`src/sv/lmfb_pkg.sv`:
```
// lmfb_pkg: shared types, codes and the fade function for the led matrix frame buffer
// no dependencies; imported by lmfb_map, lmfb_store, lmfb_seq and the top level
package lmfb_pkg;

  localparam int DEF_MATRIX_WIDTH  = 16;
  localparam int DEF_MATRIX_HEIGHT = 16;

  localparam int CFG_DATA_W  = 2;
  localparam int CFG_INDEX_W = 2;

  localparam logic [CFG_INDEX_W-1:0] CFG_START_CORNER  = 2'd0;
  localparam logic [CFG_INDEX_W-1:0] CFG_STRIP_HEADING = 2'd1;
  localparam logic [CFG_INDEX_W-1:0] CFG_PLAIN_ROWS    = 2'd2;

  // corner and heading packed as {corner, heading}
  localparam logic [3:0] PAIR_BL_UP    = 4'h1;
  localparam logic [3:0] PAIR_TL_RIGHT = 4'h4;
  localparam logic [3:0] PAIR_TL_DOWN  = 4'h7;
  localparam logic [3:0] PAIR_TR_LEFT  = 4'hA;
  localparam logic [3:0] PAIR_TR_DOWN  = 4'hB;
  localparam logic [3:0] PAIR_BR_UP    = 4'hD;
  localparam logic [3:0] PAIR_BR_LEFT  = 4'hE;

  localparam logic [7:0] DIM_FLOOR = 8'd30;

  typedef enum logic [1:0] {
    REQ_DRAW = 2'd0,
    REQ_READ = 2'd1,
    REQ_FADE = 2'd2,
    REQ_FILL = 2'd3
  } req_t;

  typedef enum logic [2:0] {
    ST_CLEAR,
    ST_IDLE,
    ST_MAP,
    ST_ACCESS,
    ST_READ_WAIT,
    ST_FILL,
    ST_FADE,
    ST_FADE_END
  } st_t;

  typedef struct packed {
    logic [1:0] corner;
    logic [1:0] heading;
    logic       plain;
  } cfg_t;

  function automatic logic [23:0] fade_color(input logic [23:0] c, input logic [7:0] step);
    logic [8:0]  k;
    logic [16:0] pr;
    logic [16:0] pg;
    logic [16:0] pb;
    logic        keep;
    k  = 9'd256 - {1'b0, step};
    pr = 17'(c[23:16]) * 17'(k);
    pg = 17'(c[15:8]) * 17'(k);
    pb = 17'(c[7:0]) * 17'(k);
    // a black pixel fails this test too and stays black
    keep = (c[23:16] >= DIM_FLOOR) || (c[15:8] >= DIM_FLOOR) || (c[7:0] >= DIM_FLOOR);
    return keep ? {pr[15:8], pg[15:8], pb[15:8]} : 24'd0;
  endfunction

endpackage

```
`src/sv/lmfb_map.sv`:
```
// lmfb_map: registered x,y to strip index mapping (serpentine or plain)
// depends on lmfb_pkg for cfg_t and the corner/heading pair codes
module lmfb_map import lmfb_pkg::*; #(
  parameter int MATRIX_WIDTH  = DEF_MATRIX_WIDTH,
  parameter int MATRIX_HEIGHT = DEF_MATRIX_HEIGHT,
  localparam int DIM   = (MATRIX_WIDTH > MATRIX_HEIGHT) ? MATRIX_WIDTH : MATRIX_HEIGHT,
  localparam int CW    = (DIM > 1) ? $clog2(DIM) : 1,
  localparam int DEPTH = MATRIX_WIDTH * MATRIX_HEIGHT,
  localparam int AW    = (DEPTH > 1) ? $clog2(DEPTH) : 1
) (
  input  logic          clk,
  input  cfg_t          cfg,
  input  logic [CW-1:0] xs,
  input  logic [CW-1:0] ys,
  output logic [AW-1:0] idx
);

  localparam int RW = CW + 1;
  localparam int PW = CW + RW;

  logic [CW-1:0] xr;
  logic [CW-1:0] yr;
  logic [RW-1:0] run;
  logic [CW-1:0] col;
  logic [CW-1:0] row;
  logic [CW-1:0] col_eff;
  logic [AW-1:0] idx_next;

  assign xr = CW'(MATRIX_WIDTH - 1) - xs;
  assign yr = CW'(MATRIX_HEIGHT - 1) - ys;

  always_comb begin
    run = RW'(MATRIX_WIDTH);
    col = xs;
    row = ys;
    case ({cfg.corner, cfg.heading})
      PAIR_BL_UP:    begin run = RW'(MATRIX_HEIGHT); col = ys; row = xs; end
      PAIR_TL_RIGHT: begin run = RW'(MATRIX_WIDTH);  col = xs; row = yr; end
      PAIR_TL_DOWN:  begin run = RW'(MATRIX_HEIGHT); col = yr; row = xs; end
      PAIR_TR_LEFT:  begin run = RW'(MATRIX_WIDTH);  col = xr; row = yr; end
      PAIR_TR_DOWN:  begin run = RW'(MATRIX_HEIGHT); col = yr; row = xr; end
      PAIR_BR_LEFT:  begin run = RW'(MATRIX_WIDTH);  col = xr; row = ys; end
      PAIR_BR_UP:    begin run = RW'(MATRIX_HEIGHT); col = ys; row = xr; end
      default: begin end
    endcase
  end

  // odd rows run backwards unless zigzag is off
  assign col_eff  = (row[0] && !cfg.plain) ? CW'(run - RW'(col) - RW'(1)) : col;
  assign idx_next = AW'(PW'(row) * PW'(run) + PW'(col_eff));

  always_ff @(posedge clk) begin
    idx <= idx_next;
  end

endmodule

```
`config.mk`:
```
export PLATFORM = sky130hd
export DESIGN_NAME = lmfb_map
export DESIGN_NICKNAME = d
export VERILOG_FILES = /design/src/sv/lmfb_pkg.sv /design/src/sv/lmfb_map.sv
export SDC_FILE = /design/constraint.sdc
export NUM_CORES = 1
export LEC_CHECK = 0
export BUFFER_PORTS_ARGS = -buffer_cell sky130_fd_sc_hd__buf_2
export CAP_MARGIN = 10
export CORE_MARGIN = 2
export CORE_UTILIZATION = 47
export DETAILED_ROUTE_END_ITERATION = 16
export PLACE_DENSITY_LB_ADDON = 0.25
export SLEW_MARGIN = 5
export SYNTH_ARGS = -nofsm -noshare
export SYNTH_HDL_FRONTEND = slang
export SYNTH_SLANG_ARGS = --single-unit
```
`constraint.sdc`:
```
create_clock -name clk -period 1.8 [get_ports clk]
set_clock_uncertainty 0.2 [all_clocks]
set_input_delay 0.09 -clock clk [delete_from_list [all_inputs] [get_ports clk]]
set_output_delay 0.09 -clock clk [all_outputs]
set_load 0.005 [all_outputs]
```
==> results.md <==
* Status: finished clean
* Grt total ovfl at 0
* Hold Fails Final Rpt at 0
* Row count at 15
* Ports at 22
* Filler cells at 158
* TritonCTS buffer count at 3
* Slew HR at 74.31%
* Most frequent cell after synthesis: nor2_1
* Largest register FFs at 8
* Synth area leaders: dfxtp_1 (19%), mux2i_1 (9.3%), xor2_1 (6.1%)
* Crit path arrival time at 1510 ps
* Global-route usage over all layers at 23.13%
* Core ar. at 1727 µm²
* Post-CTS Setup Bufs at 0
* Worst setup SP type: primary input
* Crit path cell chain: buf_2 -> or3b_1 -> and3_1 -> o21ba_1 -> o31ai_4 -> xor2_1
* Vias per cell at 6.018
* Initial Utilization at 50.00%
* Setup TNS at 0 ps
* Hold Crit Start: ys[2]
* Post-detailed-route count of antenna-violating nets at 0
* Post-synth ARST share at 0%
* Cell accounting for the most synthesized area: dfxtp_1
* Max incr delay on CP at 370 ps
* Largest reg by FF count: idx
* Synthesis Warnings at 0
* P_leak at 0.4578 nW
* Clock-pin slew on the worst setup and hold paths at 60 ps
* First-pass GRT wire length at 3691 µm
* H-tree levels at 1
* RSZ-0062 raised after global routing: no
* Post-Syn Area at 863.3 µm²
* Synth Register Bits at 8
* Setup Viol. Count Final at 0
* # resized after CTS at 0
* Fmax at 652.3 MHz
* DP HPWL at 1639 µm
* Die H at 46.86 µm
* Max Cap Viol at 0
* Max-slew violations at 0
* DP Area at 1031 µm²
* Avg Inst Size Synth at 7.316 µm²
* Slowest cell on crit path: o31ai_4
* RePlAce Congestion at 0.8357
* Routed WL at 2249 µm
* Hold Path Class: in2reg
* Ys flop type: dfxtp_1
* Die X at 46.86 µm
* Sequential area share after synthesis at 18.55%
* Vias at 1,005
* # DRC at 0
* Share of layout cells above drive strength 1 at 26.76%
* Synth cell count leaders: nor2_1 (10), a21oi_1 (9), clkbuf_1 (9)
* # port buffers at 21
* Drt wl/cell at 13.47 µm
* EDFF count, synth at 0
* Slew @ Worst Pin at 382.3 ps
* Crit path max-delay family: compound AO/OA/AOI/OAI gates
* Layout Nets at 158
* Gate Count Post-Synth at 118
* Share of the synthesized area in the top cell type at 18.55%
* Syn Nets at 132
* Clk buf depth at 2
* Crit-path max FO at 4
* Largest net degree at the start of global routing at 23
* Initial antenna violation count at 0
* Required time worst endpoint at 1780 ps
* Worst Path Class, Setup: in2reg
* Minimum clock period at 1533 ps
* CTS tree: built
* Vias in the first global route at 846
* Largest registers: idx x8
* Hold path cells at 3
* Antenna cells at 0
* Crit. End Element: register
* Worst IR Drop VDD at 0.3304 mV
* Final period util at 85.17%
* Clk sinks at 8
* Clock Root Buffer: clkbuf_4
* Pwr dens at 581.4 nW/µm²
* Drt initial violations at 41
* Die Area at 2196 µm²
* Final Cell Area at 1064 µm²
* Unique masters post-synth at 30
* WHS Endpoint: idx[6]
* Buf+Inv Stages, Crit Path at 1
* Detailed Routing Iterations Pass 1 at 4
* P&R area growth vs syn at 23.19%
[per-stage QoR]
stage	worst slack (ps)	utilization, %	instances	total power [mW]	hold slack (ps)
2_1_floorplan	100.3	-	118	0.3846	120.9
3_3_place_gp	48.28	59.71	163	0.4773	220.3
6_report	267.0	61.59	167	0.6184	41.17
3_5_place_dp	19.15	59.71	163	0.4869	227.4
4_1_cts	271.9	61.59	167	0.6223	38.08
5_1_grt	221.0	61.59	167	0.6671	57.18
[layout by cell type, fill, tap and decap left out]
cell and n:
buf_2 21, buf_4 12, nor2_1 10, a21oi_1 9
nand3_1 8, mux2i_1 8, o21ai_0 8, dfxtp_1 8
nand2_1 6, xor2_1 6, o22ai_1 6, nand3b_1 5
o32ai_1 4, a222oi_1 4, o221ai_1 3, nand2b_1 3
a221oi_1 3, clkbuf_4 3, nor2b_1 2, or3_1 2
inv_1 2, or3b_1 1, and3_1 1, o21ba_1 1
nor3_1 1, o31ai_4 1, a21o_1 1, or2_2 1
or2b_1 1, dlygate4sd3_1 1
[repair_timing]
item | 4_1_cts | 5_1_grt
hold endpoints to repair | 4 | 0
hold buffers | 1 | 0
endpoints found under the setup margin | 0 | 0
[worst max path at each step]
stage | startpoint | endpoint | slack, ps | cells after the start
6_report | cfg[4] | idx[0] | 270 | 6
5_1_grt | cfg[4] | idx[0] | 220 | 6
4_1_cts | cfg[4] | idx[0] | 270 | 6
3_5_place_dp | cfg[4] | idx[0] | 20 | 6
3_3_place_gp | cfg[2] | idx[0] | 50 | 6
2_1_floorplan | cfg[3] | idx[0] | 100 | 6
[kinds of logic after synthesis]
logic type                Yosys count  synth area share, %
AOI/OAI and AO/OA                  40                33.48
buffers and inverters              15                7.681
DFF                                 8                18.55
and+or+nand+nor                    41                24.93
xor gates and xnor gates            6                6.087
muxes                               8                9.276
[area by class of cell]
cell class                      count  area [µm²]  share of cell area, %
Clock buffer                        3       22.52                  2.118
Inverter                            2       7.507                 0.7059
Multi-Input combinational cell     95       636.9                  59.88
Sequential cell                     8       160.2                  15.06
Tap cell                           25       31.28                  2.941
Timing Repair Buffer               34       205.2                  19.29
[per-layer routing]
metal	routed length [µm]	track usage [%]
met1	961	29.66
met2	1108	36.71
met3	141	6.154
met4	38	9.444
met5	0	0
[power by group]
| part | internal (mW) | switching [mW] |
|---|---|---|
| clock | 0.0760 | 0.0570 |
| combinational | 0.126 | 0.142 |
| sequential | 0.211 | 0.00628 |
| total | 0.413 | 0.206 |
Note: power is estimated with default switching activity, not from simulation.
