--- src/sv/lmfb_pkg.sv ---
// lmfb_pkg: shared types, codes and the fade function for the led matrix frame buffer
// no dependencies; imported by lmfb_map, lmfb_store, lmfb_seq and the top level
package lmfb_pkg;

  localparam int DEF_MATRIX_WIDTH  = 16;
  localparam int DEF_MATRIX_HEIGHT = 16;

  localparam int CFG_DATA_W  = 2;
  localparam int CFG_INDEX_W = 2;

  localparam logic [CFG_INDEX_W-1:0] CFG_START_CORNER  = 2'd0;
  localparam logic [CFG_INDEX_W-1:0] CFG_STRIP_HEADING = 2'd1;
  localparam logic [CFG_INDEX_W-1:0] CFG_PLAIN_ROWS    = 2'd2;

  // corner and heading packed as {corner, heading}
  localparam logic [3:0] PAIR_BL_UP    = 4'h1;
  localparam logic [3:0] PAIR_TL_RIGHT = 4'h4;
  localparam logic [3:0] PAIR_TL_DOWN  = 4'h7;
  localparam logic [3:0] PAIR_TR_LEFT  = 4'hA;
  localparam logic [3:0] PAIR_TR_DOWN  = 4'hB;
  localparam logic [3:0] PAIR_BR_UP    = 4'hD;
  localparam logic [3:0] PAIR_BR_LEFT  = 4'hE;

  localparam logic [7:0] DIM_FLOOR = 8'd30;

  typedef enum logic [1:0] {
    REQ_DRAW = 2'd0,
    REQ_READ = 2'd1,
    REQ_FADE = 2'd2,
    REQ_FILL = 2'd3
  } req_t;

  typedef enum logic [2:0] {
    ST_CLEAR,
    ST_IDLE,
    ST_MAP,
    ST_ACCESS,
    ST_READ_WAIT,
    ST_FILL,
    ST_FADE,
    ST_FADE_END
  } st_t;

  typedef struct packed {
    logic [1:0] corner;
    logic [1:0] heading;
    logic       plain;
  } cfg_t;

  function automatic logic [23:0] fade_color(input logic [23:0] c, input logic [7:0] step);
    logic [8:0]  k;
    logic [16:0] pr;
    logic [16:0] pg;
    logic [16:0] pb;
    logic        keep;
    k  = 9'd256 - {1'b0, step};
    pr = 17'(c[23:16]) * 17'(k);
    pg = 17'(c[15:8]) * 17'(k);
    pb = 17'(c[7:0]) * 17'(k);
    // a black pixel fails this test too and stays black
    keep = (c[23:16] >= DIM_FLOOR) || (c[15:8] >= DIM_FLOOR) || (c[7:0] >= DIM_FLOOR);
    return keep ? {pr[15:8], pg[15:8], pb[15:8]} : 24'd0;
  endfunction

endpackage

--- src/sv/lmfb_seq.sv ---
// lmfb_seq: request sequencer, pixel sweeps for clear/fill/fade and the result register
// depends on lmfb_pkg; drives lmfb_store and reads the index from lmfb_map
module lmfb_seq import lmfb_pkg::*; #(
  parameter int MATRIX_WIDTH  = DEF_MATRIX_WIDTH,
  parameter int MATRIX_HEIGHT = DEF_MATRIX_HEIGHT,
  localparam int DIM   = (MATRIX_WIDTH > MATRIX_HEIGHT) ? MATRIX_WIDTH : MATRIX_HEIGHT,
  localparam int CW    = (DIM > 1) ? $clog2(DIM) : 1,
  localparam int DEPTH = MATRIX_WIDTH * MATRIX_HEIGHT,
  localparam int AW    = (DEPTH > 1) ? $clog2(DEPTH) : 1
) (
  input  logic          clk,
  input  logic          rst,
  input  logic          in_valid,
  output logic          in_stall,
  input  logic [1:0]    req_type,
  input  logic [7:0]    x_coord,
  input  logic [7:0]    y_coord,
  input  logic [23:0]   pixel_color,
  input  logic [7:0]    fade_amount,
  output logic          out_valid,
  input  logic          out_stall,
  output logic [23:0]   read_color,
  output logic          outside_matrix,
  output logic [CW-1:0] map_x,
  output logic [CW-1:0] map_y,
  input  logic [AW-1:0] map_idx,
  output logic          mem_we,
  output logic [AW-1:0] mem_waddr,
  output logic [23:0]   mem_wdata,
  output logic [AW-1:0] mem_raddr,
  input  logic [23:0]   mem_rdata
);

  localparam logic [7:0]    W8       = 8'(MATRIX_WIDTH);
  localparam logic [7:0]    H8       = 8'(MATRIX_HEIGHT);
  localparam logic [AW-1:0] LAST_IDX = AW'(DEPTH - 1);

  st_t         state;
  st_t         state_next;
  logic [AW-1:0] cnt;
  req_t        req;
  logic [23:0] color;
  logic [7:0]  step;
  logic        on_matrix;
  logic [23:0] res_color;
  logic        pipe_vld;
  logic [AW-1:0] pipe_addr;
  logic        last;
  logic        in_fire;
  logic        in_inside;
  logic        out_free;
  logic        sweeping;
  logic [CW-1:0] x_lat_cw;
  logic [CW-1:0] y_lat_cw;
  logic        res_pending;
  logic        res_load;

  assign last      = (cnt == LAST_IDX);
  assign in_fire   = in_valid && !in_stall;
  assign in_inside = (x_coord < W8) && (y_coord < H8);
  assign out_free  = !out_valid || !out_stall;
  assign sweeping  = (state == ST_CLEAR) || (state == ST_FILL) || (state == ST_FADE);

  // next state
  always_comb begin
    state_next = state;
    case (state)
      ST_CLEAR: if (last) state_next = ST_IDLE;
      ST_IDLE: begin
        if (in_fire) begin
          case (req_t'(req_type))
            REQ_DRAW, REQ_READ: state_next = in_inside ? ST_MAP : ST_IDLE;
            REQ_FADE:           state_next = ST_FADE;
            default:            state_next = ST_FILL;
          endcase
        end
      end
      ST_MAP:       state_next = ST_ACCESS;
      ST_ACCESS:    state_next = (req == REQ_READ) ? ST_READ_WAIT : ST_IDLE;
      ST_READ_WAIT: state_next = ST_IDLE;
      ST_FILL:      if (last) state_next = ST_IDLE;
      ST_FADE:      if (last) state_next = ST_FADE_END;
      ST_FADE_END:  state_next = ST_IDLE;
      default:      state_next = state;
    endcase
  end

  // outputs of the state machine
  always_comb begin
    in_stall  = 1'b1;
    mem_we    = 1'b0;
    mem_waddr = cnt;
    mem_wdata = color;
    mem_raddr = map_idx;
    case (state)
      ST_CLEAR: begin
        mem_we    = 1'b1;
        mem_wdata = 24'd0;
      end
      // hold input while a finished result waits for the output register
      ST_IDLE: in_stall = res_pending;
      ST_ACCESS: begin
        mem_we    = (req == REQ_DRAW);
        mem_waddr = map_idx;
      end
      ST_FILL: mem_we = 1'b1;
      ST_FADE, ST_FADE_END: begin
        // read one pixel ahead while the previous one is written back
        mem_raddr = cnt;
        mem_we    = pipe_vld;
        mem_waddr = pipe_addr;
        mem_wdata = fade_color(mem_rdata, step);
      end
      default: begin end
    endcase
  end

  assign map_x = x_lat_cw;
  assign map_y = y_lat_cw;

  always_ff @(posedge clk) begin
    if (rst) begin
      state    <= ST_CLEAR;
      cnt      <= '0;
      pipe_vld <= 1'b0;
    end else begin
      state    <= state_next;
      pipe_vld <= (state == ST_FADE);
      if (sweeping) begin
        cnt <= last ? '0 : cnt + AW'(1);
      end
    end
  end

  always_ff @(posedge clk) begin
    pipe_addr <= cnt;
    if (in_fire) begin
      req       <= req_t'(req_type);
      x_lat_cw  <= x_coord[CW-1:0];
      y_lat_cw  <= y_coord[CW-1:0];
      color     <= pixel_color;
      step      <= fade_amount;
      on_matrix <= in_inside || (req_type == REQ_FADE) || (req_type == REQ_FILL);
      res_color <= 24'd0;
    end else if (state == ST_READ_WAIT) begin
      res_color <= mem_rdata;
    end
  end

  // result register: one beat per request, held while stalled
  // an off-matrix draw or read finishes in the cycle it is taken
  always_ff @(posedge clk) begin
    if (rst) begin
      res_pending <= 1'b0;
    end else if (res_load) begin
      res_pending <= 1'b0;
    end else if ((state != ST_CLEAR) && (state_next == ST_IDLE) &&
                 ((state != ST_IDLE) || in_fire)) begin
      res_pending <= 1'b1;
    end
  end

  assign res_load = res_pending && out_free;

  always_ff @(posedge clk) begin
    if (rst) begin
      out_valid <= 1'b0;
    end else if (res_load) begin
      out_valid <= 1'b1;
    end else if (!out_stall) begin
      out_valid <= 1'b0;
    end
  end

  always_ff @(posedge clk) begin
    if (res_load) begin
      read_color     <= res_color;
      outside_matrix <= !on_matrix;
    end
  end

endmodule

--- config.mk ---
export PLATFORM = sky130hd
export DESIGN_NAME = lmfb_seq
export DESIGN_NICKNAME = d
export VERILOG_FILES = /design/src/sv/lmfb_pkg.sv /design/src/sv/lmfb_seq.sv
export SDC_FILE = /design/constraint.sdc
export NUM_CORES = 1
export LEC_CHECK = 0
export ABC_AREA = 1
export ABC_CLOCK_PERIOD_IN_PS = 19600
export BUFFER_PORTS_ARGS = -buffer_cell sky130_fd_sc_hd__buf_2
export CORE_AREA = 10 10 250 133
export CTS_BUF_LIST = sky130_fd_sc_hd__clkbuf_2
export CTS_CLUSTER_DIAMETER = 100
export DETAILED_ROUTE_END_ITERATION = 10
export DIE_AREA = 0 0 260 143
export PLACE_DENSITY = 0.7
export SETUP_SLACK_MARGIN = 0.5
export SYNTH_ARGS = -nofsm -noshare
export SYNTH_HDL_FRONTEND = slang
export SYNTH_SLANG_ARGS = --single-unit
--- constraint.sdc ---
create_clock -name clk -period 19.6 [get_ports clk]
set_clock_uncertainty 0.15 [all_clocks]
set_input_delay 5.88 -clock clk [delete_from_list [all_inputs] [get_ports clk]]
set_output_delay 5.88 -clock clk [all_outputs]
set_load 0.02 [all_outputs]
==> results.sh <==
export IMPL_status="completed"
export IMPL_grt_pass1_vias=9516
export IMPL_min_period_ps=16020
export IMPL_ys_types=37
export IMPL_vdd_drop_max_mv=0.0277
export IMPL_cp_arrival_ps=9990
export IMPL_finalHoldViolations=0
export IMPL_clockRootBuffer="clkbuf_2"
export IMPL_rrSetupSlack_ps=17120
export IMPL_timing_fmax_ghz=0.0624
export IMPL_drive_gt1_share_pct=12.6
export IMPL_wirelength_um=30000
export IMPL_netlist_area_um2=11400
export IMPL_layout_commonest_cell="nand2_1"
export IMPL_cp_end_kind="output pin"
export IMPL_clock_sinks=114
export IMPL_start_util_pct=39.8
export IMPL_drc=0
export IMPL_crit_start="mem_rdata[6]"
export IMPL_yosysWarnings=0
export IMPL_grt_pass1_wl_um=48900
export IMPL_htree_num_levels=4
export IMPL_postCtsResizedCells=0
export IMPL_hold_path_startpoint="cnt[6]$_SDFFE_PP0P_"
export IMPL_dp_cells=2017
export IMPL_crit_path_max_fanout=7
export IMPL_wl_per_cell_um=14.6
export IMPL_ioPinCount=162
export IMPL_start_kind="input port"
export IMPL_cts_tree="done"
export IMPL_tightestPinTransition_ps=1160
export IMPL_synth_seq_area_share_pct=26.0
export IMPL_synth_cells=1483
export IMPL_numCtsBuffers=17
export IMPL_grt_max_degree=49
export IMPL_io_buffer_count=161
export IMPL_drtPass1Iterations=5
export IMPL_setup_violations=0
export IMPL_syn_to_final_growth_pct=13.1
export IMPL_vias=9723
export IMPL_post_dp_hpwl_um=24400
export IMPL_avgSynthCellArea_um2=7.69
export IMPL_power_density_nw_per_um2=62.1
export IMPL_via_per_inst=4.74
export IMPL_postCtsHoldBufs=0
export IMPL_path_class="input port to output pin"
export IMPL_r2r_cells=11
export IMPL_drt_iter0_markers=639
export IMPL_fillers=2880
export IMPL_setup_tns_ps=0
export IMPL_postCtsSetupRepairBufs=0
export IMPL_maxSlewViolCount=0
export IMPL_rows=44
export IMPL_rsz0062_at_grt="false"
export IMPL_synth_edff_count=68
export IMPL_syn_num_nets=1787
export IMPL_design_core_area_um2=28700
export IMPL_synthArstFlopShare_pct=0
export IMPL_p_leak_nw=7.07
export IMPL_die_area_um2=37200
export IMPL_grtUsageTotal_pct=16.5
export IMPL_holdPathStages=0
export IMPL_hp_class="flip-flop to flip-flop"
export IMPL_whs_ps=268
export IMPL_die_y_um=143
export IMPL_cts_buffer_depth=2
export IMPL_synthFlopType="edfxtp_1"
export IMPL_gp_congestion=0.928
export IMPL_cts_clk_slew_worst_paths_ps=180
export IMPL_max_cap_violations=0
export IMPL_rr_startpoint="state[1]$_SDFF_PP0_"
export IMPL_synth_seq_cells=114
export IMPL_min_to="pipe_addr[6]$_DFF_P_"
export IMPL_instances_no_fill=2052
export IMPL_drt_antenna_violating_nets=0
export IMPL_slew_headroom_pct=22.9
export IMPL_layout_common_cells="371 x nand2_1, 315 x inv_1, 202 x nor2_1"
export IMPL_r2r_end="res_pending$_SDFFE_PP0P_"
export IMPL_period_share_pct=81.7
export IMPL_die_w_um=260
export IMPL_overflow=0
export IMPL_antenna_found_initial=4
export IMPL_nNetsFinal=1949
export IMPL_cp_required_ps=13570
export IMPL_clkLatencyLatePin_ps=770
==> power breakdown <==
group	internal, mW	leakage (nW)	switching, mW
combinational	0.127	5.92	0.202
clock	0.0724	0.154	0.0990
sequential	0.286	0.993	0.0158
total	0.485	7.07	0.317
==> worst max-delay path by stage <==
stage | end | slack [ps] | cells past startpoint
3_5_place_dp | mem_wdata[7] | 3610 | 18
4_1_cts | mem_wdata[7] | 3580 | 18
3_3_place_gp | mem_wdata[6] | 3650 | 18
6_report | mem_wdata[7] | 3580 | 18
5_1_grt | mem_wdata[12] | 3250 | 19
2_1_floorplan | mem_wdata[8] | 4110 | 14
==> cell families (layout without fill, tap and decap cells) <==
logic type	count (synthesis)	after routing	share of synthesized area [%]
multiplexers	1	1	0.0987
AND/OR/NAND/NOR	674	674	23.9
XOR/XNOR	13	13	1.16
AO/OA/AOI/OAI	118	118	5.55
other	0	3	0
flip-flops	114	114	26.0
buffers and inverters	345	520	11.5
adder cells (fa/ha/maj)	218	218	31.8
==> worst max-delay path, stage by stage <==
cell,delay (ps)
buf_2,130
inv_1,180
nor2_1,100
fa_1,540
fa_1,530
fa_1,550
inv_1,60
fa_1,540
inv_1,50
ha_1,340
a21oi_1,300
o21ai_0,160
a21oi_1,180
nand2_1,70
nand2_1,50
nand3_1,60
nand2_1,80
buf_2,190
==> flip-flops by register name, indices dropped and copies added, names as in the netlist <==
signal	cells
res_color	24
res_pending	1
read_color	24
req	2
color	24
out_valid	1
on_matrix	1
map_x	4
pipe_addr	8
state	3
pipe_vld	1
map_y	4
cnt	8
step	8
outside_matrix	1
==> routing by layer <==
metal	wire, um	global-route usage (%)	share of wire, %	up-vias
li1	-	-	-	4880
met1	13400	20.7	44	4535
met2	14300	27.2	48	258
met3	1750	4.24	5.8	48
met4	631	5.48	2.1	2
met5	7	0	0.023	-
==> layout make-up <==
class | count | area (um^2) | area share [%]
timing repair buffer | 169 | 866 | 6.71
clock inverter | 13 | 159 | 1.23
inverter | 319 | 1200 | 9.28
clock buffer | 19 | 95.1 | 0.737
multi-input combinational | 1024 | 7130 | 55.2
antenna | 3 | 7.51 | 0.0582
tap | 391 | 489 | 3.79
sequential | 114 | 2960 | 23.0
==> synthesized netlist by cell type, drive strengths merged, types with 9 or more instances <==
| cell type | number | area [um^2] |
|---|---|---|
| nand2 | 371 | 1390 |
| inv | 317 | 1190 |
| nor2 | 204 | 776 |
| fa | 120 | 2400 |
| ha | 98 | 1230 |
| edfxtp | 68 | 2040 |
| nand3 | 58 | 300 |
| o21ai | 55 | 275 |
| a21oi | 46 | 230 |
| dfxtp | 46 | 921 |
| buf | 14 | 73.8 |
| nor3 | 13 | 70.1 |
| clkbuf | 12 | 45.0 |
| nand4 | 12 | 75.1 |
| nand3b | 9 | 67.6 |
==> per-stage QoR <==
step	total power [mW]	setup WS (ps)	cell area, um^2	utilization (%)
after global routing	0.876	3250	12900	45.0
after floorplan	0.551	4110	11400	-
after global placement	0.629	3650	12600	44.1
after detailed placement	0.632	3610	12600	44.1
final	0.802	3580	12900	45.0
after CTS	0.808	3580	12900	45.0
Note: power is estimated with default switching activity, not from simulation.
